<file path="config.mk">
export PLATFORM = sky130hd
export DESIGN_NAME = i2c_register_master
export DESIGN_NICKNAME = d
export VERILOG_FILES = /design/src/rtl/core/i2crm_pkg.sv /design/src/rtl/core/i2crm_in_reg.sv /design/src/rtl/core/i2crm_engine.sv /design/src/rtl/core/i2crm_out_reg.sv /design/src/rtl/core/i2c_register_master.sv
export VERILOG_INCLUDE_DIRS = /design/src /design/src/rtl/core
export SDC_FILE = /design/constraint.sdc
export NUM_CORES = 1
export LEC_CHECK = 0
export BUFFER_PORTS_ARGS = -buffer_cell sky130_fd_sc_hd__buf_2
export CORE_MARGIN = 3
export CORE_UTILIZATION = 45
export DETAILED_ROUTE_END_ITERATION = 10
export PLACE_DENSITY = 0.68
export SLEW_MARGIN = 30
export SYNTH_ARGS = -nofsm -noshare
export SYNTH_HDL_FRONTEND = slang
export SYNTH_SLANG_ARGS = --single-unit
</file>
<file path="constraint.sdc">
create_clock -name aclk -period 5.5 [get_ports aclk]
set_input_delay 0.55 -clock aclk [delete_from_list [all_inputs] [get_ports aclk]]
set_output_delay 0.55 -clock aclk [all_outputs]
set_load 0.03 [all_outputs]
</file>
<file path="src/rtl/core/i2c_register_master_macros.svh">
// assertion macros for the i2c register master
// used by the top level only, compiled out when SYNTHESIS is set
`ifndef I2C_REGISTER_MASTER_MACROS_SVH
`define I2C_REGISTER_MASTER_MACROS_SVH

`ifndef SYNTHESIS

// same-cycle implication
`define I2CRM_ASSERT_IMP(label, clk, rst_n, lhs, rhs) \
    label: assert property (@(posedge clk) disable iff (!rst_n) (lhs) |-> (rhs)) \
        else $error("assertion failed: lhs implies rhs");

// next-cycle implication
`define I2CRM_ASSERT_NEXT(label, clk, rst_n, lhs, rhs) \
    label: assert property (@(posedge clk) disable iff (!rst_n) (lhs) |=> (rhs)) \
        else $error("assertion failed: lhs then rhs");

`else

`define I2CRM_ASSERT_IMP(label, clk, rst_n, lhs, rhs)
`define I2CRM_ASSERT_NEXT(label, clk, rst_n, lhs, rhs)

`endif

`endif

</file>
<file path="src/rtl/core/i2crm_pkg.sv">
// shared types and constants of the i2c register master
// no dependencies
package i2crm_pkg;

    localparam int BUF_DEPTH = 16;
    localparam int BUF_AW    = (BUF_DEPTH > 1) ? $clog2(BUF_DEPTH) : 1;
    localparam int CNT_W     = $clog2(BUF_DEPTH + 1);

    localparam int IN_DATA_W  = 40;
    localparam int IN_USER_W  = 2;
    localparam int OUT_DATA_W = 24;

    typedef enum logic [1:0] {
        OP_TICK   = 2'd0,
        OP_LOAD   = 2'd1,
        OP_LAUNCH = 2'd2,
        OP_NONE   = 2'd3
    } op_t;

    typedef enum logic [13:0] {
        PH_IDLE      = 14'b00000000000001,
        PH_START1    = 14'b00000000000010,
        PH_ADDRW     = 14'b00000000000100,
        PH_ACK_ADDR  = 14'b00000000001000,
        PH_REG       = 14'b00000000010000,
        PH_ACK_REG   = 14'b00000000100000,
        PH_DATA      = 14'b00000001000000,
        PH_ACK_DATA  = 14'b00000010000000,
        PH_START2    = 14'b00000100000000,
        PH_ADDRR     = 14'b00001000000000,
        PH_ACK_ADDRR = 14'b00010000000000,
        PH_RDATA     = 14'b00100000000000,
        PH_RACK      = 14'b01000000000000,
        PH_STOP      = 14'b10000000000000
    } phase_t;

    typedef struct packed {
        op_t        operation;
        logic       sda_in;
        logic [6:0] slave_address;
        logic [7:0] register_address;
        logic       direction;
        logic [4:0] length;
        logic [7:0] data_byte;
        logic [3:0] byte_index;
    } item_t;

    typedef struct packed {
        logic       scl_out;
        logic       sda_out;
        logic       busy_res;
        logic       done_res;
        logic       status;
        logic       start_fault;
        logic       read_valid;
        logic [7:0] read_byte;
        logic [3:0] read_index;
    } result_t;

endpackage

</file>
<file path="src/rtl/core/i2crm_in_reg.sv">
// input register of the i2c register master
// depends on i2crm_pkg
module i2crm_in_reg (
    input  logic            aclk,
    input  logic            aresetn,
    input  logic            s_valid,
    output logic            s_ready,
    input  i2crm_pkg::item_t s_item,
    input  logic            take,
    output logic            item_valid,
    output i2crm_pkg::item_t item
);
    import i2crm_pkg::*;

    logic  valid_reg;
    item_t item_reg;

    assign s_ready    = !valid_reg || take;
    assign item_valid = valid_reg;
    assign item       = item_reg;

    always_ff @(posedge aclk) begin
        if (!aresetn) begin
            valid_reg <= 1'b0;
        end else if (s_ready) begin
            valid_reg <= s_valid;
        end
    end

    always_ff @(posedge aclk) begin
        if (s_valid && s_ready) begin
            item_reg <= s_item;
        end
    end

endmodule

</file>
<file path="src/rtl/core/i2crm_engine.sv">
// bus sequencer of the i2c register master: line state, counters, write buffer
// depends on i2crm_pkg
module i2crm_engine (
    input  logic               aclk,
    input  logic               aresetn,
    input  logic               step,
    input  i2crm_pkg::item_t   item,
    output i2crm_pkg::result_t result
);
    import i2crm_pkg::*;

    logic             scl_reg, scl_next;
    logic             sda_reg, sda_next;
    phase_t           phase_reg, phase_next;
    logic [1:0]       sub_reg, sub_next;
    logic [3:0]       bit_reg, bit_next;
    logic [7:0]       shift_reg, shift_next;
    logic [CNT_W-1:0] bytes_done_reg, bytes_done_next;
    logic [CNT_W-1:0] byte_total_reg, byte_total_next;
    logic [6:0]       tgt_addr_reg, tgt_addr_next;
    logic [7:0]       tgt_regaddr_reg, tgt_regaddr_next;
    logic             read_mode_reg, read_mode_next;
    logic             fault_reg, fault_next;
    logic             status_reg, status_next;

    logic [7:0]       wbuf_reg [BUF_DEPTH];
    logic             buf_we;
    logic [BUF_AW-1:0] buf_waddr;

    logic [CNT_W-1:0] bd_inc;
    logic [CNT_W:0]   bd_wide;
    logic [7:0]       buf_first;
    logic [7:0]       buf_following;
    logic [7:0]       rd_shift;
    logic [3:0]       bit_inc;

    phase_t           pd_phase;
    logic [7:0]       pd_shift;
    logic [CNT_W-1:0] pd_bytes;

    logic             res_done;
    logic             res_valid;
    logic [7:0]       res_byte;
    logic [3:0]       res_index;

    assign bd_inc        = bytes_done_reg + CNT_W'(1);
    assign bd_wide       = {1'b0, bytes_done_reg} + (CNT_W + 1)'(1);
    assign buf_first     = wbuf_reg[0];
    assign buf_following = (int'(bd_inc) < BUF_DEPTH) ? wbuf_reg[BUF_AW'(bd_inc)] : 8'h00;
    assign rd_shift      = {shift_reg[6:0], item.sda_in};
    assign bit_inc       = bit_reg + 4'd1;
    assign buf_waddr     = BUF_AW'(item.byte_index);

    // where each phase goes once it has finished
    always_comb begin
        pd_phase = PH_IDLE;
        pd_shift = 8'h00;
        pd_bytes = bytes_done_reg;
        unique case (phase_reg)
            PH_START1:   begin
                pd_phase = PH_ADDRW;
                pd_shift = {tgt_addr_reg, 1'b0};
            end
            PH_ADDRW:    pd_phase = PH_ACK_ADDR;
            PH_ACK_ADDR: begin
                pd_phase = PH_REG;
                pd_shift = tgt_regaddr_reg;
            end
            PH_REG:      pd_phase = PH_ACK_REG;
            PH_ACK_REG:  begin
                pd_bytes = '0;
                if (read_mode_reg) begin
                    pd_phase = PH_START2;
                end else if (byte_total_reg != '0) begin
                    pd_phase = PH_DATA;
                    pd_shift = buf_first;
                end else begin
                    pd_phase = PH_STOP;
                end
            end
            PH_DATA:     pd_phase = PH_ACK_DATA;
            PH_ACK_DATA: begin
                pd_bytes = bd_inc;
                if (bd_inc < byte_total_reg) begin
                    pd_phase = PH_DATA;
                    pd_shift = buf_following;
                end else begin
                    pd_phase = PH_STOP;
                end
            end
            PH_START2:   begin
                pd_phase = PH_ADDRR;
                pd_shift = {tgt_addr_reg, 1'b1};
            end
            PH_ADDRR:    pd_phase = PH_ACK_ADDRR;
            PH_ACK_ADDRR: begin
                pd_bytes = '0;
                pd_phase = (byte_total_reg != '0) ? PH_RDATA : PH_STOP;
            end
            PH_RDATA:    begin
                pd_phase = PH_RACK;
                pd_shift = rd_shift;
            end
            PH_RACK:     begin
                pd_bytes = bd_inc;
                pd_phase = (bd_inc < byte_total_reg) ? PH_RDATA : PH_STOP;
            end
            default:     pd_phase = PH_IDLE;
        endcase
    end

    always_comb begin
        scl_next         = scl_reg;
        sda_next         = sda_reg;
        phase_next       = phase_reg;
        sub_next         = sub_reg;
        bit_next         = bit_reg;
        shift_next       = shift_reg;
        bytes_done_next  = bytes_done_reg;
        byte_total_next  = byte_total_reg;
        tgt_addr_next    = tgt_addr_reg;
        tgt_regaddr_next = tgt_regaddr_reg;
        read_mode_next   = read_mode_reg;
        fault_next       = fault_reg;
        status_next      = status_reg;
        buf_we           = 1'b0;
        res_done         = 1'b0;
        res_valid        = 1'b0;
        res_byte         = 8'h00;
        res_index        = 4'h0;

        if (step) begin
            if (item.operation == OP_LOAD && phase_reg == PH_IDLE) begin
                buf_we = (int'(item.byte_index) < BUF_DEPTH);
            end else if (item.operation == OP_LAUNCH && phase_reg == PH_IDLE) begin
                tgt_addr_next    = item.slave_address;
                tgt_regaddr_next = item.register_address;
                read_mode_next   = item.direction;
                byte_total_next  = (int'(item.length) > BUF_DEPTH) ?
                                   CNT_W'(BUF_DEPTH) : CNT_W'(item.length);
                bytes_done_next  = '0;
                status_next      = 1'b0;
                phase_next       = PH_START1;
                sub_next         = 2'd0;
                bit_next         = 4'd0;
                shift_next       = 8'h00;
            end else if (item.operation == OP_TICK && phase_reg != PH_IDLE) begin
                unique case (phase_reg)
                    PH_START1, PH_START2: begin
                        if (sub_reg == 2'd0) begin
                            sda_next = 1'b1;
                            scl_next = 1'b1;
                            if (!item.sda_in) begin
                                fault_next = 1'b1;
                                phase_next = pd_phase;
                                sub_next   = 2'd0;
                                bit_next   = 4'd0;
                                shift_next = pd_shift;
                            end else begin
                                sub_next = 2'd1;
                            end
                        end else if (sub_reg == 2'd1) begin
                            sda_next = 1'b0;
                            if (item.sda_in) begin
                                fault_next = 1'b1;
                                phase_next = pd_phase;
                                sub_next   = 2'd0;
                                bit_next   = 4'd0;
                                shift_next = pd_shift;
                            end else begin
                                sub_next = 2'd2;
                            end
                        end else begin
                            sda_next   = 1'b0;
                            phase_next = pd_phase;
                            sub_next   = 2'd0;
                            bit_next   = 4'd0;
                            shift_next = pd_shift;
                        end
                    end
                    PH_ADDRW, PH_REG, PH_DATA, PH_ADDRR: begin
                        if (sub_reg == 2'd0) begin
                            scl_next = 1'b0;
                            sub_next = 2'd1;
                        end else if (sub_reg == 2'd1) begin
                            sda_next   = shift_reg[7];
                            shift_next = {shift_reg[6:0], 1'b0};
                            sub_next   = 2'd2;
                        end else begin
                            scl_next = 1'b1;
                            bit_next = bit_inc;
                            sub_next = 2'd0;
                            if (bit_inc >= 4'd8) begin
                                phase_next = pd_phase;
                                bit_next   = 4'd0;
                                shift_next = pd_shift;
                            end
                        end
                    end
                    PH_ACK_ADDR, PH_ACK_REG, PH_ACK_DATA, PH_ACK_ADDRR: begin
                        if (sub_reg == 2'd0) begin
                            scl_next = 1'b0;
                            sub_next = 2'd1;
                        end else if (sub_reg == 2'd1) begin
                            sda_next = 1'b1;
                            sub_next = 2'd2;
                        end else if (sub_reg == 2'd2) begin
                            scl_next = 1'b1;
                            if (phase_reg == PH_ACK_ADDR && item.sda_in) begin
                                status_next = 1'b1;
                                phase_next  = PH_STOP;
                                sub_next    = 2'd0;
                                bit_next    = 4'd0;
                                shift_next  = 8'h00;
                            end else begin
                                sub_next = 2'd3;
                            end
                        end else begin
                            scl_next        = 1'b0;
                            phase_next      = pd_phase;
                            sub_next        = 2'd0;
                            bit_next        = 4'd0;
                            shift_next      = pd_shift;
                            bytes_done_next = pd_bytes;
                        end
                    end
                    PH_RDATA: begin
                        if (sub_reg == 2'd0) begin
                            sda_next = 1'b1;
                            scl_next = 1'b0;
                            sub_next = 2'd1;
                        end else begin
                            scl_next   = 1'b1;
                            shift_next = rd_shift;
                            bit_next   = bit_inc;
                            sub_next   = 2'd0;
                            if (bit_inc >= 4'd8) begin
                                res_valid  = 1'b1;
                                res_byte   = rd_shift;
                                res_index  = 4'(bytes_done_reg);
                                phase_next = pd_phase;
                                bit_next   = 4'd0;
                                shift_next = pd_shift;
                            end
                        end
                    end
                    PH_RACK: begin
                        if (sub_reg == 2'd0) begin
                            scl_next = 1'b0;
                            sub_next = 2'd1;
                        end else if (sub_reg == 2'd1) begin
                            // nack after the last byte
                            sda_next = (bd_wide >= {1'b0, byte_total_reg});
                            sub_next = 2'd2;
                        end else if (sub_reg == 2'd2) begin
                            scl_next = 1'b1;
                            sub_next = 2'd3;
                        end else begin
                            scl_next        = 1'b0;
                            phase_next      = pd_phase;
                            sub_next        = 2'd0;
                            bit_next        = 4'd0;
                            shift_next      = pd_shift;
                            bytes_done_next = pd_bytes;
                        end
                    end
                    PH_STOP: begin
                        if (sub_reg == 2'd0) begin
                            scl_next = 1'b0;
                            sub_next = 2'd1;
                        end else if (sub_reg == 2'd1) begin
                            sda_next = 1'b0;
                            sub_next = 2'd2;
                        end else if (sub_reg == 2'd2) begin
                            scl_next = 1'b1;
                            sub_next = 2'd3;
                        end else begin
                            sda_next   = 1'b1;
                            res_done   = 1'b1;
                            phase_next = PH_IDLE;
                            sub_next   = 2'd0;
                            bit_next   = 4'd0;
                            shift_next = 8'h00;
                        end
                    end
                    default: begin
                        phase_next = PH_IDLE;
                        sub_next   = 2'd0;
                        bit_next   = 4'd0;
                        shift_next = 8'h00;
                    end
                endcase
            end
        end
    end

    always_comb begin
        result.scl_out     = scl_next;
        result.sda_out     = sda_next;
        result.busy_res    = (phase_next != PH_IDLE);
        result.done_res    = res_done;
        result.status      = status_next;
        result.start_fault = fault_next;
        result.read_valid  = res_valid;
        result.read_byte   = res_byte;
        result.read_index  = res_index;
    end

    always_ff @(posedge aclk) begin
        if (!aresetn) begin
            scl_reg         <= 1'b1;
            sda_reg         <= 1'b1;
            phase_reg       <= PH_IDLE;
            sub_reg         <= 2'd0;
            bit_reg         <= 4'd0;
            shift_reg       <= 8'h00;
            bytes_done_reg  <= '0;
            byte_total_reg  <= '0;
            tgt_addr_reg    <= 7'h00;
            tgt_regaddr_reg <= 8'h00;
            read_mode_reg   <= 1'b0;
            fault_reg       <= 1'b0;
            status_reg      <= 1'b0;
        end else begin
            scl_reg         <= scl_next;
            sda_reg         <= sda_next;
            phase_reg       <= phase_next;
            sub_reg         <= sub_next;
            bit_reg         <= bit_next;
            shift_reg       <= shift_next;
            bytes_done_reg  <= bytes_done_next;
            byte_total_reg  <= byte_total_next;
            tgt_addr_reg    <= tgt_addr_next;
            tgt_regaddr_reg <= tgt_regaddr_next;
            read_mode_reg   <= read_mode_next;
            fault_reg       <= fault_next;
            status_reg      <= status_next;
        end
    end

    always_ff @(posedge aclk) begin
        if (buf_we) begin
            wbuf_reg[buf_waddr] <= item.data_byte;
        end
    end

endmodule

</file>
<file path="src/rtl/core/i2crm_out_reg.sv">
// result register of the i2c register master
// depends on i2crm_pkg
module i2crm_out_reg (
    input  logic               aclk,
    input  logic               aresetn,
    input  logic               load,
    input  i2crm_pkg::result_t d_result,
    output logic               free,
    output logic               m_valid,
    input  logic               m_ready,
    output i2crm_pkg::result_t m_result
);
    import i2crm_pkg::*;

    logic    valid_reg;
    result_t result_reg;

    assign free     = !valid_reg || m_ready;
    assign m_valid  = valid_reg;
    assign m_result = result_reg;

    always_ff @(posedge aclk) begin
        if (!aresetn) begin
            valid_reg <= 1'b0;
        end else if (free) begin
            valid_reg <= load;
        end
    end

    always_ff @(posedge aclk) begin
        if (load) begin
            result_reg <= d_result;
        end
    end

endmodule

</file>
<file path="src/rtl/core/i2c_register_master.sv">
// top level of the i2c register master: request stream in, line/status stream out
// depends on i2crm_pkg, i2crm_in_reg, i2crm_engine, i2crm_out_reg and the macro header
//
// Every request yields exactly one result. A request is taken every clock while the
// result side keeps up. Its result is presented once the request has sat in the input
// register while the step logic works out the result and the result register has
// captured it. A stalled result holds the step logic, and once the input register is
// full the request side stalls too. Each tick request moves the bus by one line step,
// so the bus rate is set by the tick rate. Write buffer slots are undefined until
// loaded and there is no clearing pass after reset. Loads and launches while busy are
// ignored.
`include "i2c_register_master_macros.svh"
module i2c_register_master (
    input  logic                                aclk,
    input  logic                                aresetn,
    input  logic                                s_tvalid,
    output logic                                s_tready,
    // sda_in, slave_address, register_address, direction, length, data_byte,
    // byte_index, zero fill
    input  logic [i2crm_pkg::IN_DATA_W-1:0]     s_tdata,
    // operation
    input  logic [i2crm_pkg::IN_USER_W-1:0]     s_tuser,
    output logic                                m_tvalid,
    input  logic                                m_tready,
    // scl_out, sda_out, busy_res, done_res, status, start_fault, read_valid,
    // read_byte, read_index, zero fill
    output logic [i2crm_pkg::OUT_DATA_W-1:0]    m_tdata
);
    import i2crm_pkg::*;

    item_t   s_item;
    item_t   item;
    logic    item_valid;
    logic    out_free;
    logic    fire;
    result_t eng_result;
    result_t out_result;
    logic    launch_seen;
    logic    done_seen;

    always_comb begin
        s_item.operation        = op_t'(s_tuser[1:0]);
        s_item.sda_in           = s_tdata[0];
        s_item.slave_address    = s_tdata[7:1];
        s_item.register_address = s_tdata[15:8];
        s_item.direction        = s_tdata[16];
        s_item.length           = s_tdata[21:17];
        s_item.data_byte        = s_tdata[29:22];
        s_item.byte_index       = s_tdata[33:30];
    end

    assign fire = item_valid && out_free;

    i2crm_in_reg u_in_reg (
        .aclk       (aclk),
        .aresetn    (aresetn),
        .s_valid    (s_tvalid),
        .s_ready    (s_tready),
        .s_item     (s_item),
        .take       (fire),
        .item_valid (item_valid),
        .item       (item)
    );

    i2crm_engine u_engine (
        .aclk    (aclk),
        .aresetn (aresetn),
        .step    (fire),
        .item    (item),
        .result  (eng_result)
    );

    i2crm_out_reg u_out_reg (
        .aclk     (aclk),
        .aresetn  (aresetn),
        .load     (fire),
        .d_result (eng_result),
        .free     (out_free),
        .m_valid  (m_tvalid),
        .m_ready  (m_tready),
        .m_result (out_result)
    );

    assign m_tdata = {5'd0,
                      out_result.read_index,
                      out_result.read_byte,
                      out_result.read_valid,
                      out_result.start_fault,
                      out_result.status,
                      out_result.done_res,
                      out_result.busy_res,
                      out_result.sda_out,
                      out_result.scl_out};

    assign launch_seen = fire && (item.operation == OP_LAUNCH) &&
                         m_tvalid && !out_result.busy_res;
    assign done_seen   = fire && eng_result.done_res;

    // a stalled result blocks the step logic
    `I2CRM_ASSERT_IMP(a_no_step_on_stall, aclk, aresetn, m_tvalid && !m_tready, !fire)
    // a launch while idle shows busy in its result
    `I2CRM_ASSERT_NEXT(a_launch_busy, aclk, aresetn, launch_seen, m_tvalid && m_tdata[2])
    // the final stop step leaves the block idle
    `I2CRM_ASSERT_NEXT(a_done_idle, aclk, aresetn, done_seen, m_tvalid && m_tdata[3] && !m_tdata[2])

endmodule
</file>
# After elaboration in Yosys (flattened, before gate mapping)
# Memory sizes are Yosys's and may differ from the RTL's.
# Index checks and enable logic that the tools add are counted.
[word_totals] in_bits=46 output_inout_bits=26 rom_bits=0 latch_bits=0 n_memories=1 wordCells=272 ram_bits=128 ff_bits=115
[op_classes] n_mux=154 magnitude_cmp=5 div=0 n_eq_ne=41 n_reduce_logical=31 shifts=0 addsub=3 multipliers=0 n_bitwise=5
[memory_table] memory="u_engine.wbuf_reg" depth=16 word_bits=8 rd=2 rd_ports_with_merged_regs=0 wr=1 line="i2crm_engine.sv:26" rtl="logic [7:0] wbuf_reg [BUF_DEPTH];"
[ops] cell="two-way mux 14 bit" count=27
[ops] cell="two-way mux 8 bit" count=25
[ops] cell="one-hot mux 14 bit (12 select lines)" count=1
[ops] cell="one-hot mux 8 bit (6 select lines)" count=2
[ops] cell="one-hot mux 14 bit (6 select lines)" count=1
[ops] cell="two-way mux 4 bit" count=17
[ops] cell="two-way mux 1 bit" count=55
[ops] cell="!= test 3 x 2 -> 1 bit, second input constant" count=14
[ops] cell="two-way mux 5 bit" count=7
[ops] cell="two-way mux 2 bit" count=14
[ops] cell="!= test 14 x 1 -> 1 bit, second input constant" count=2
[ops] cell="one-hot mux 4 bit (5 select lines)" count=1
[ops] cell="AND reduction 17 bit" count=1
[ops] cell="== test 14 x 1 -> 1 bit, second input constant" count=1
[ops] cell="== test 14 x 10 -> 1 bit, second input constant" count=1
[ops] cell="== test 14 x 11 -> 1 bit, second input constant" count=1
[ops] cell="== test 14 x 12 -> 1 bit, second input constant" count=1
[ops] cell="== test 14 x 13 -> 1 bit, second input constant" count=1
[ops] cell="== test 14 bit, second input constant" count=1
[ops] cell="== test 14 x 2 -> 1 bit, second input constant" count=1
[ops] cell="== test 14 x 3 -> 1 bit, second input constant" count=1
[ops] cell="== test 14 x 4 -> 1 bit, second input constant" count=1
[ops] cell="== test 14 x 5 -> 1 bit, second input constant" count=1
[ops] cell="== test 14 x 6 -> 1 bit, second input constant" count=1
[ops] cell="37 further kinds" count=61

# Depth between registers and ports, before layout
# Gate-level depths: netlist (run 1).
[depth] ltp_word=13 ltp_mapped=15 ltp_nobuf=13

# Hierarchy
# A second synthesis (run 1) with hierarchy kept.
[hier_totals] hier_cells=871 area_unflattened_um2=11106.9
[by_module_without_submodules] module="i2crm_engine" seq_area_each_um2=5004.8 cells_per_inst=800 n_inst=1 area_each_um2=9301.4
[by_module_without_submodules] module="i2crm_in_reg" seq_area_each_um2=1101.1 cells_per_inst=41 n_inst=1 area_each_um2=1138.6
[by_module_without_submodules] module="i2crm_out_reg" seq_area_each_um2=590.6 cells_per_inst=23 n_inst=1 area_each_um2=619.3
[by_module_without_submodules] module="i2c_register_master" seq_area_each_um2=0.0 cells_per_inst=7 n_inst=1 area_each_um2=47.5

# Least setup slack after synthesis (run 1)
# No wires, ideal clock.
[synth_path] path_kind="reg-to-reg" start="reg u_engine.bytes_done_reg[0]" end="reg u_out_reg.result_reg, in the netlist u_out_reg.m_result[16] (data pin)" stages_incl_launch_ff=16 required_ps=5232 period_less_slack_ps=3720 path_slack_ps=1780 path_buffers=2 arrival_time_ps=3451 setup_ps=268 cell_sequence="dfxtp_1 -> buf_2 -> buf_1 -> nand3_1 -> xor2_1 -> inv_1 -> ha_1 -> nand3_1 -> nand2_1 -> o21bai_1 -> a22oi_1 -> a31oi_1 -> o41ai_1 -> nand4_1 -> nor4_1 -> nand3_1"
[synth_lines] item="from (decl)" line="i2crm_engine.sv:18" rtl="logic [CNT_W-1:0] bytes_done_reg, bytes_done_next;"
[synth_lines] item="from (signal assigned)" line="i2crm_engine.sv:331" rtl="bytes_done_reg <= bytes_done_next;"
[synth_lines] item="to (signal assigned)" line="i2crm_out_reg.sv:32" rtl="result_reg <= d_result;"
[synth_lines] item="to (decl)" line="i2crm_out_reg.sv:16" rtl="result_t result_reg;"

==> results of run 1 <==
## metrics by stage
step | cells | util [%]
final | 1261 | 52.8
after global routing | 1261 | 52.8
after CTS | 1261 | 52.8
after detailed placement | 1213 | 48.8
after global placement | 1213 | 48.8
after floorplan | 869 | -
## power groups by stage
stage,clock [mW],sequential [mW],combinational (mW)
after floorplan,0,2.07,0.0644
after global placement,0,2.07,0.117
after detailed placement,0,2.07,0.118
after CTS,1.90,2.03,0.119
after global routing,1.98,2.04,0.130
final,1.87,2.03,0.119
## Yosys cell counts, types with 15 or more instances
master	instances
sky130_fd_sc_hd__a21oi_1	75
sky130_fd_sc_hd__inv_1	18
sky130_fd_sc_hd__clkbuf_1	26
sky130_fd_sc_hd__nor2_1	66
sky130_fd_sc_hd__nor3_1	23
sky130_fd_sc_hd__o21ai_0	35
sky130_fd_sc_hd__nand3_1	15
sky130_fd_sc_hd__and2_1	21
sky130_fd_sc_hd__mux4_2	40
sky130_fd_sc_hd__edfxtp_1	183
sky130_fd_sc_hd__nand2_1	103
sky130_fd_sc_hd__dfxtp_1	60
## cells by family (layout without fill, tap and decap cells)
family	after synthesis	after routing	synth area share (%)
flops	243	243	61.1
compound gates	172	172	9.95
xor+xnor	6	6	0.548
buf+inv	65	138	2.67
fa+ha+maj	12	12	1.37
simple gates	322	322	15.8
mux	44	44	8.58
other cells	1	5	0.0342
## per-layer routing
| metal | vias up | track usage [%] | share of wire, % | routed length [um] |
|---|---|---|---|---|
| li1 | 3403 | - | - | - |
| met1 | 3548 | 27.4 | 42 | 11100 |
| met2 | 269 | 34.5 | 50 | 13100 |
| met3 | 42 | 3.85 | 6.5 | 1720 |
| met4 | 0 | 4.65 | 1.8 | 467 |
| met5 | - | 0 | 0 | 0 |
## worst min-delay path by stage
stage / from / end / slack (ns) / cells past startpoint
after floorplan: u_engine.tgt_addr_reg[0] / u_engine.tgt_addr_reg[0] / 0.43 / 2
final: s_tdata[24] / u_in_reg.item[6] / 0.18 / 1
after global routing: s_tdata[10] / u_in_reg.item[20] / 0.15 / 1
after detailed placement: u_engine.tgt_addr_reg[6] / u_engine.tgt_addr_reg[6] / 0.44 / 2
after CTS: s_tdata[32] / u_in_reg.item[2] / 0.15 / 1
after global placement: u_engine.tgt_regaddr_reg[7] / u_engine.tgt_regaddr_reg[7] / 0.44 / 2
## final cells by class
class / instances / area share (%)
inverters: 18 / 0.540
clock inverters: 15 / 1.70
clock buffers: 33 / 5.82
repair buffers: 72 / 3.12
multi-input cells: 561 / 32.1
well taps: 319 / 3.19
flip-flops and latches: 243 / 53.5
## worst reg2reg max path, cell delays in order, from the launching register on
cell and delay, ns:
sky130_fd_sc_hd__dfxtp_1 0.38, sky130_fd_sc_hd__inv_1 0.15, sky130_fd_sc_hd__ha_1 0.77, sky130_fd_sc_hd__nand2b_1 0.40
sky130_fd_sc_hd__nor2_1 0.11, sky130_fd_sc_hd__a21oi_1 0.46, sky130_fd_sc_hd__o21ai_0 0.30, sky130_fd_sc_hd__o31ai_1 0.28
sky130_fd_sc_hd__nor2_1 0.06, sky130_fd_sc_hd__a21oi_1 0.28, sky130_fd_sc_hd__nor4b_1 0.28, sky130_fd_sc_hd__nand3_1 0.18
==> impl_results.rst, run 1 <==
.. list-table::
   :header-rows: 1

   * - Metric
     - Value
   * - Outcome
     - complete, no violations
   * - Fraction of final layout cells sized beyond drive strength 1
     - about a fifth
   * - I/O pin count
     - 72
   * - Worst hold slack after final layout
     - about 0.18 ns
   * - Pre-CTS setup slack
     - about 1.7 ns
   * - Yosys Warn Count
     - 0
   * - Static power due to leakage
     - 4.12 nW
   * - Largest stage delay, worst path
     - just under 0.8 ns
   * - Setup bufs post-CTS
     - 0
   * - Internal power component
     - between 3 and 4 mW
   * - Fin worst setup slack
     - around 1.6 ns
   * - Count of clock tree sinks
     - roughly 240
   * - Fmax achieved
     - about 250 MHz
   * - Final Routed Wirelength
     - roughly 26000 um
   * - Endpoints failing hold
     - 0
   * - Launching point of the worst reg2reg path
     - u_engine.sub_reg[1]
   * - Starting DRC count in detailed routing
     - between 600 and 700
   * - TritonCTS clock tree
     - built
   * - Post-detailed-route wirelength per cell
     - approximately 21 um
   * - Synth-to-layout area growth
     - 14.1%
   * - Most common cell after layout, fill and taps aside
     - sky130_fd_sc_hd__edfxtp_1
   * - Hold crit path type
     - in -> reg
   * - Number of flip-flops under the largest register name
     - around 130
   * - Post-CTS clock slew at the launch and capture registers of the worst setup and hold paths
     - 0.06 ns
   * - Footprint of the flip-flops and latches
     - between 6000 and 7000 sq um
   * - Post-synth design cell area
     - 11000 sq um
   * - Most instantiated flip-flop cell in the synthesis netlist
     - sky130_fd_sc_hd__edfxtp_1
   * - Setup crit end kind
     - flip-flop
   * - Last element of the critical path
     - u_out_reg.m_result[16]
   * - Power Total
     - about 4.0 mW
   * - Worst-case reg-to-reg path depth
     - 11
   * - Number of H-tree levels
     - 1
   * - Core area
     - around 24000 sq um
   * - Cell Rows
     - 56
   * - Cell area after placement
     - around 12000 sq um
   * - Horizontal die dimension
     - ~160 um
   * - Arrival time of the worst setup path
     - about 4.2 ns
   * - Syn_area_per_cell
     - 12.7 sq um
   * - Maximum fanout count along the critical path
     - 23
   * - Synthesized instance count
     - about 870
   * - Via count of the routed design
     - roughly 7300
   * - Multi-input combinational cell area
     - about 4000 sq um
   * - Slowest cell on the critical path
     - sky130_fd_sc_hd__ha_1
   * - Normalized max-slew margin
     - between 30% and 40%
   * - Class of the most critical setup path
     - reg -> reg
   * - DRC violations left
     - 0
   * - Required time reported for the critical path endpoint
     - ~5.8 ns
   * - Worst-skew pair later-pin latency
     - about 0.55 ns
   * - Count of unique library cells instantiated by Yosys
     - 82
   * - Slew at the pin closest to its max-slew limit
     - ~0.95 ns
   * - Ys async rst share
     - 0%
   * - Switching power as a share of total power
     - a little over a fifth
   * - PortBufs
     - 60
   * - Filler Cell Count
     - 2045
   * - Proportion of power drawn by the clock network
     - between 40 and 50%
   * - Reg2reg setup slack
     - 1.58 ns
   * - Cell type group with the largest total delay on the critical path
     - compound AO/OA/AOI/OAI gates
   * - Vertical die dimension
     - between 150 and 200 um
   * - GR Overflow Total
     - 0
   * - Biggest area contributors in the synthesized netlist
     - sky130_fd_sc_hd__edfxtp_1 50%, sky130_fd_sc_hd__dfxtp_1 11%, sky130_fd_sc_hd__mux4_2 8.2%
   * - CTS Hold Bufs
     - 0
   * - Critical Path Source Type
     - flip-flop
   * - Global-route wire length before repair
     - about 42000 um
   * - Number of failing setup endpoints in the final timing report
     - 0
   * - Largest buffer count on any clock path
     - 3
   * - Unrepaired setup endpoints after global routing
     - no
   * - Power density of the placed cells
     - 321 nW/um^2
   * - Critical Path Start
     - u_engine.sub_reg[1]
   * - Number of violations of the max-capacitance limit
     - 0
   * - Number of enable-type register cells in the synthesized netlist
     - around 180
   * - Setup tns final
     - 0 ns
   * - Post-synthesis sequential element count
     - between 200 and 250
   * - Number of vias per cell
     - around 5.8
   * - Worst path bufs/invs
     - 1
   * - Number of pins with negative max-slew slack in the final report
     - 0
   * - Diodes inserted
     - 0
   * - Total Die Area
     - 26300 sq um
   * - Number of buffers inserted during clock tree synthesis
     - 26
   * - Share of the clock period used by the worst path
     - a little under three quarters
   * - Root buffer cell
     - sky130_fd_sc_hd__clkbuf_16
   * - Proportion of power drawn by combinational gates
     - about 3%
   * - Nets@finish
     - 980
   * - Maximum ir drop on the vdd rail
     - around 270 uV
   * - Final weighted congestion in routability-driven placement
     - 0.932
   * - Router iterations before antenna repair
     - 6
   * - Top cell type's share of synthesized area
     - between 50 and 60%
   * - DP HPWL
     - between 15000 and 20000 um
   * - Number of antenna-violating nets in the routed design
     - 0
   * - Highest-count cells in the layout ignoring fill and taps
     - 183 x sky130_fd_sc_hd__edfxtp_1, 103 x sky130_fd_sc_hd__nand2_1, 75 x sky130_fd_sc_hd__a21oi_1, 66 x sky130_fd_sc_hd__nor2_1, 60 x sky130_fd_sc_hd__buf_2
   * - Final Skew
     - about 0.014 ns
   * - Critical-path cell list
     - inv_1, ha_1, nand2b_1, nor2_1, a21oi_1, o21ai_0, o31ai_1, nor2_1, a21oi_1, nor4b_1, nand3_1
   * - Sequential fraction of design power
     - between 50 and 60%
   * - Via count of the first global-routing pass
     - approximately 7300
   * - Seq/Total Area, Yosys
     - between 60 and 70%
   * - Final min period
     - ~3.9 ns
   * - Finished layout cell area
     - around 13000 sq um
   * - Antenna violations before repair
     - 0
   * - Capture instance of the worst register-to-register path
     - u_out_reg.m_result[16]
   * - Cell type contributing the most total cell area after synthesis
     - sky130_fd_sc_hd__edfxtp_1
   * - Initial Util
     - 46.3%
   * - Resized cells post-CTS
     - 0
   * - GRT Overall Usage
     - between 20% and 30%
   * - Switching pwr
     - roughly 840 uW
   * - Number of gates on the worst path with buffers counted
     - 11
   * - Largest net degree at the start of global routing
     - 49
No activity file was read; power rests on OpenSTA's default activity.
==> run 2: changes to the inputs <==
--- a/config.mk
+++ b/config.mk
@@ -6,11 +6,12 @@
 export SDC_FILE = /design/constraint.sdc
 export NUM_CORES = 1
 export LEC_CHECK = 0
+export ABC_AREA = 1
 export BUFFER_PORTS_ARGS = -buffer_cell sky130_fd_sc_hd__buf_2
 export CORE_MARGIN = 3
 export CORE_UTILIZATION = 45
 export DETAILED_ROUTE_END_ITERATION = 10
-export PLACE_DENSITY = 0.68
+export PLACE_DENSITY = 0.7
 export SLEW_MARGIN = 30
 export SYNTH_ARGS = -nofsm -noshare
 export SYNTH_HDL_FRONTEND = slang
==> constraint.sdc (replaced) <==
create_clock -name aclk -period 3.3 [get_ports aclk]
set_input_delay 0.33 -clock aclk [delete_from_list [all_inputs] [get_ports aclk]]
set_output_delay 0.33 -clock aclk [all_outputs]
set_load 0.03 [all_outputs]
==> impl_results.rst, run 2 <==
.. list-table::
   :header-rows: 1

   * - Metric
     - Value
   * - Maximum fanout count along the critical path
     - 4 (was 23)
   * - Outcome
     - complete, no violations (unchanged)
   * - Class of the most critical setup path
     - reg -> reg (unchanged)
   * - Cell Rows
     - 58 (was 56)
   * - Required time reported for the critical path endpoint
     - 3.59 ns (was 5.75 ns)
   * - Number of H-tree levels
     - 1 (unchanged)
   * - Final Skew
     - 0.0192 ns (was 0.0143 ns)
   * - Largest net degree at the start of global routing
     - 71 (was 49)
   * - Largest buffer count on any clock path
     - 3 (unchanged)
   * - Starting DRC count in detailed routing
     - 1006 (was 664)
   * - Power density of the placed cells
     - 498 nW/um^2 (was 321 nW/um^2)
   * - Most frequent cells after synthesis
     - 216 x sky130_fd_sc_hd__nand2_1, 183 x sky130_fd_sc_hd__edfxtp_1, 173 x sky130_fd_sc_hd__nor2_1 (was 183 x sky130_fd_sc_hd__edfxtp_1, 103 x sky130_fd_sc_hd__nand2_1, 75 x sky130_fd_sc_hd__a21oi_1)
   * - Footprint of the flip-flops and latches
     - 6700 sq um (unchanged)
   * - Total Die Area
     - 27900 sq um (was 26300 sq um)
   * - Fraction of final layout cells sized beyond drive strength 1
     - 15.2% (was 21.0%)
   * - I/O pin count
     - 72 (unchanged)
   * - Cell type contributing the most total cell area after synthesis
     - sky130_fd_sc_hd__edfxtp_1 (unchanged)
   * - Core area
     - 25300 sq um (was 23700 sq um)
   * - Nets@finish
     - 1376 (was 980)
   * - Fmax achieved
     - 321 MHz (was 255 MHz)
   * - Worst hold slack after final layout
     - 0.0706 ns (was 0.177 ns)
   * - Unrepaired setup endpoints after global routing
     - no (unchanged)
   * - Arrival time of the worst setup path
     - 3.40 ns (was 4.17 ns)
   * - Setup tns final
     - 0 ns (unchanged)
   * - GR Overflow Total
     - 0 (unchanged)
   * - Antenna violations before repair
     - 0 (unchanged)
   * - Post-synthesis sequential element count
     - 243 (unchanged)
   * - Slew at the pin closest to its max-slew limit
     - 0.831 ns (was 0.949 ns)
   * - Number of violations of the max-capacitance limit
     - 0 (unchanged)
   * - Top cell type's share of synthesized area
     - 47.1% (was 50.1%)
   * - Count of unique library cells instantiated by Yosys
     - 56 (was 82)
   * - Seq/Total Area, Yosys
     - 57.4% (was 61.1%)
   * - Filler Cell Count
     - 2190 (was 2045)
   * - Ys async rst share
     - 0% (unchanged)
   * - Largest stage delay, worst path
     - 0.38 ns (was 0.77 ns)
   * - Proportion of power drawn by combinational gates
     - 6.3% (was 3.0%)
   * - Hold crit path type
     - in -> reg (unchanged)
   * - Syn_area_per_cell
     - 9.69 sq um (was 12.7 sq um)
   * - Post-synth design cell area
     - 11700 sq um (was 11000 sq um)
   * - Via count of the routed design
     - 9291 (was 7262)
   * - Cell type group with the largest total delay on the critical path
     - simple AND/OR/NAND/NOR gates (was compound AO/OA/AOI/OAI gates)
   * - Setup crit end kind
     - flip-flop (unchanged)
   * - Synthesized instance count
     - 1204 (was 865)
   * - Worst path bufs/invs
     - 0 (was 1)
   * - Static power due to leakage
     - 5.13 nW (was 4.12 nW)
   * - Cell with the most instances after synthesis
     - sky130_fd_sc_hd__nand2_1 (was sky130_fd_sc_hd__edfxtp_1)
   * - Slowest cell on the critical path
     - sky130_fd_sc_hd__dfxtp_1 (was sky130_fd_sc_hd__ha_1)
   * - Most instantiated flip-flop cell in the synthesis netlist
     - sky130_fd_sc_hd__edfxtp_1 (unchanged)
   * - DRC violations left
     - 0 (unchanged)
   * - Highest-count cells in the layout ignoring fill and taps
     - 216 x sky130_fd_sc_hd__nand2_1, 183 x sky130_fd_sc_hd__edfxtp_1, 173 x sky130_fd_sc_hd__nor2_1, 88 x sky130_fd_sc_hd__o21ai_0, 86 x sky130_fd_sc_hd__nand3_1 (was 183 x sky130_fd_sc_hd__edfxtp_1, 103 x sky130_fd_sc_hd__nand2_1, 75 x sky130_fd_sc_hd__a21oi_1, 66 x sky130_fd_sc_hd__nor2_1, 60 x sky130_fd_sc_hd__buf_2)
   * - Router iterations before antenna repair
     - 5 (was 6)
   * - Proportion of power drawn by the clock network
     - 43.5% (was 46.4%)
   * - Post-CTS clock slew at the launch and capture registers of the worst setup and hold paths
     - 0.06 ns (about the same)
   * - Horizontal die dimension
     - 167 um (was 162 um)
   * - Worst-skew pair later-pin latency
     - 0.55 ns (about the same)
   * - Multi-input combinational cell area
     - 4340 sq um (was 4020 sq um)
   * - Count of clock tree sinks
     - 243 (unchanged)
   * - Internal power component
     - 5.26 mW (was 3.17 mW)
   * - Number of failing setup endpoints in the final timing report
     - 0 (unchanged)
   * - Initial Util
     - 46.1% (was 46.3%)
   * - Root buffer cell
     - sky130_fd_sc_hd__clkbuf_16 (unchanged)
   * - Number of pins with negative max-slew slack in the final report
     - 0 (unchanged)
   * - Most common cell after layout, fill and taps aside
     - sky130_fd_sc_hd__nand2_1 (was sky130_fd_sc_hd__edfxtp_1)
   * - DP HPWL
     - 21600 um (was 17900 um)
   * - Number of buffers inserted during clock tree synthesis
     - 26 (unchanged)
   * - Global-route wire length before repair
     - 49200 um (was 41800 um)
   * - Critical Path Source Type
     - flip-flop (unchanged)
   * - Diodes inserted
     - 0 (unchanged)
   * - Via count of the first global-routing pass
     - 8708 (was 7276)
   * - Critical-path cell list
     - ha_1, nand3_1, xnor2_1, ha_1, a21oi_1, nand2_1, o21ai_0, nand2_1, o21ai_0, nand3_1, o21ai_1, nand3_1, nor2_1, nand2_1 (was inv_1, ha_1, nand2b_1, nor2_1, a21oi_1, o21ai_0, o31ai_1, nor2_1, a21oi_1, nor4b_1, nand3_1)
   * - Yosys Warn Count
     - 0 (unchanged)
   * - Number of vias per cell
     - 5.57 (was 5.76)
   * - TritonCTS clock tree
     - built (unchanged)
   * - Share of the clock period used by the worst path
     - 94.3% (was 71.3%)
   * - Final min period
     - 3.11 ns (was 3.92 ns)
   * - Normalized max-slew margin
     - 44.6% (was 34.9%)
   * - Sequential fraction of design power
     - 50.3% (was 50.6%)
   * - Switching pwr
     - 1.54 mW (was 845 uW)
   * - Number of flip-flops under the largest register name
     - 128 (unchanged)
   * - Vertical die dimension
     - 167 um (was 162 um)
   * - Switching power as a share of total power
     - 22.6% (was 21.0%)
   * - Final Routed Wirelength
     - 31600 um (was 26300 um)
   * - Final weighted congestion in routability-driven placement
     - 1.01 (was 0.932)
   * - Endpoints failing hold
     - 0 (unchanged)
   * - Post-detailed-route wirelength per cell
     - 19.0 um (was 20.9 um)
   * - Synth-to-layout area growth
     - 16.9% (was 14.1%)
   * - Number of enable-type register cells in the synthesized netlist
     - 183 (unchanged)
   * - Maximum ir drop on the vdd rail
     - 499 uV (was 271 uV)
   * - PortBufs
     - 60 (unchanged)
   * - Number of antenna-violating nets in the routed design
     - 0 (unchanged)
   * - Biggest area contributors in the synthesized netlist
     - sky130_fd_sc_hd__edfxtp_1 47%, sky130_fd_sc_hd__dfxtp_1 10%, sky130_fd_sc_hd__nand2_1 7.0% (was sky130_fd_sc_hd__edfxtp_1 50%, sky130_fd_sc_hd__dfxtp_1 11%, sky130_fd_sc_hd__mux4_2 8.2%)
   * - GRT Overall Usage
     - 22.1% (was 20.3%)
run 2: path summary, 6_finish.rpt:
path | end | from | slack, ns | cells past startpoint
worst max-delay path | u_out_reg.m_result[16] | u_engine.bytes_done_reg[1] | 0.19 | 14
worst min-delay path | u_in_reg.item_valid | s_tvalid | 0.07 | 3
worst max register to register | u_out_reg.m_result[16] | u_engine.bytes_done_reg[1] | 0.19 | 14
worst min register to register | u_engine.tgt_addr_reg[3] | u_engine.tgt_addr_reg[3] | 0.47 | 2
run 2: area by class of cell:
cell class | count | area share [%]
repair buffers | 130 | 6.72
well taps | 330 | 3.03
multi-input cells | 816 | 31.8
clock inverters | 12 | 1.23
flip-flops and latches | 243 | 49.1
clock buffers | 36 | 5.27
inverters | 101 | 2.80
run 2: repair_timing:
action,CTS,global route
endpoints found under the hold margin,36,0
setup buffers,0,0
hold buffers,36,0
gates resized for setup,0,0
run 2: kinds of logic (layout without fill, tap and decap cells):
family / Yosys count / after routing / synth area share (%)
other cells: 1 / 5 / 0.0322
compound gates: 225 / 225 / 11.9
buf+inv: 149 / 279 / 5.49
simple gates: 550 / 550 / 21.8
mux: 20 / 20 / 1.72
fa+ha+maj: 12 / 12 / 1.29
xor+xnor: 4 / 4 / 0.365
flops: 243 / 243 / 57.4
run 2: power by group through the flow:
stage                     clock network, mW  logic [mW]  registers, mW
after global placement                    0       0.375           3.48
after global routing                   3.14       0.465           3.42
final                                  2.96       0.425           3.42
after detailed placement                  0       0.382           3.48
after floorplan                           0       0.263           3.47
after CTS                              3.00       0.417           3.41
run 2: worst min-delay path: cells and delay by family:
| family | cells | cell delay, ns |
|---|---|---|
| compound gates | 1 | 0.06 |
| buf+inv | 1 | 0.09 |
| simple gates | 1 | 0.07 |
run 2: per-stage QoR:
stage               worst slack (ns)  power (mW)  cells  util, %  area (sq um)
finish                         0.187        6.80   1668     53.8         13600
global route                 0.00262        7.03   1668     53.8         13600
CTS                            0.238        6.83   1668     53.8         13600
detailed placement             0.262        3.86   1584     48.9         12400
global placement               0.387        3.85   1584     48.9         12400
floorplan                      0.260        3.73   1208        -         11700
run 2: metal layers:
metal,GRT usage [%],part of all wire (%)
met5,0,0
met4,4.77,2.1
met3,4.08,8.5
met2,33.8,45
met1,33.1,45
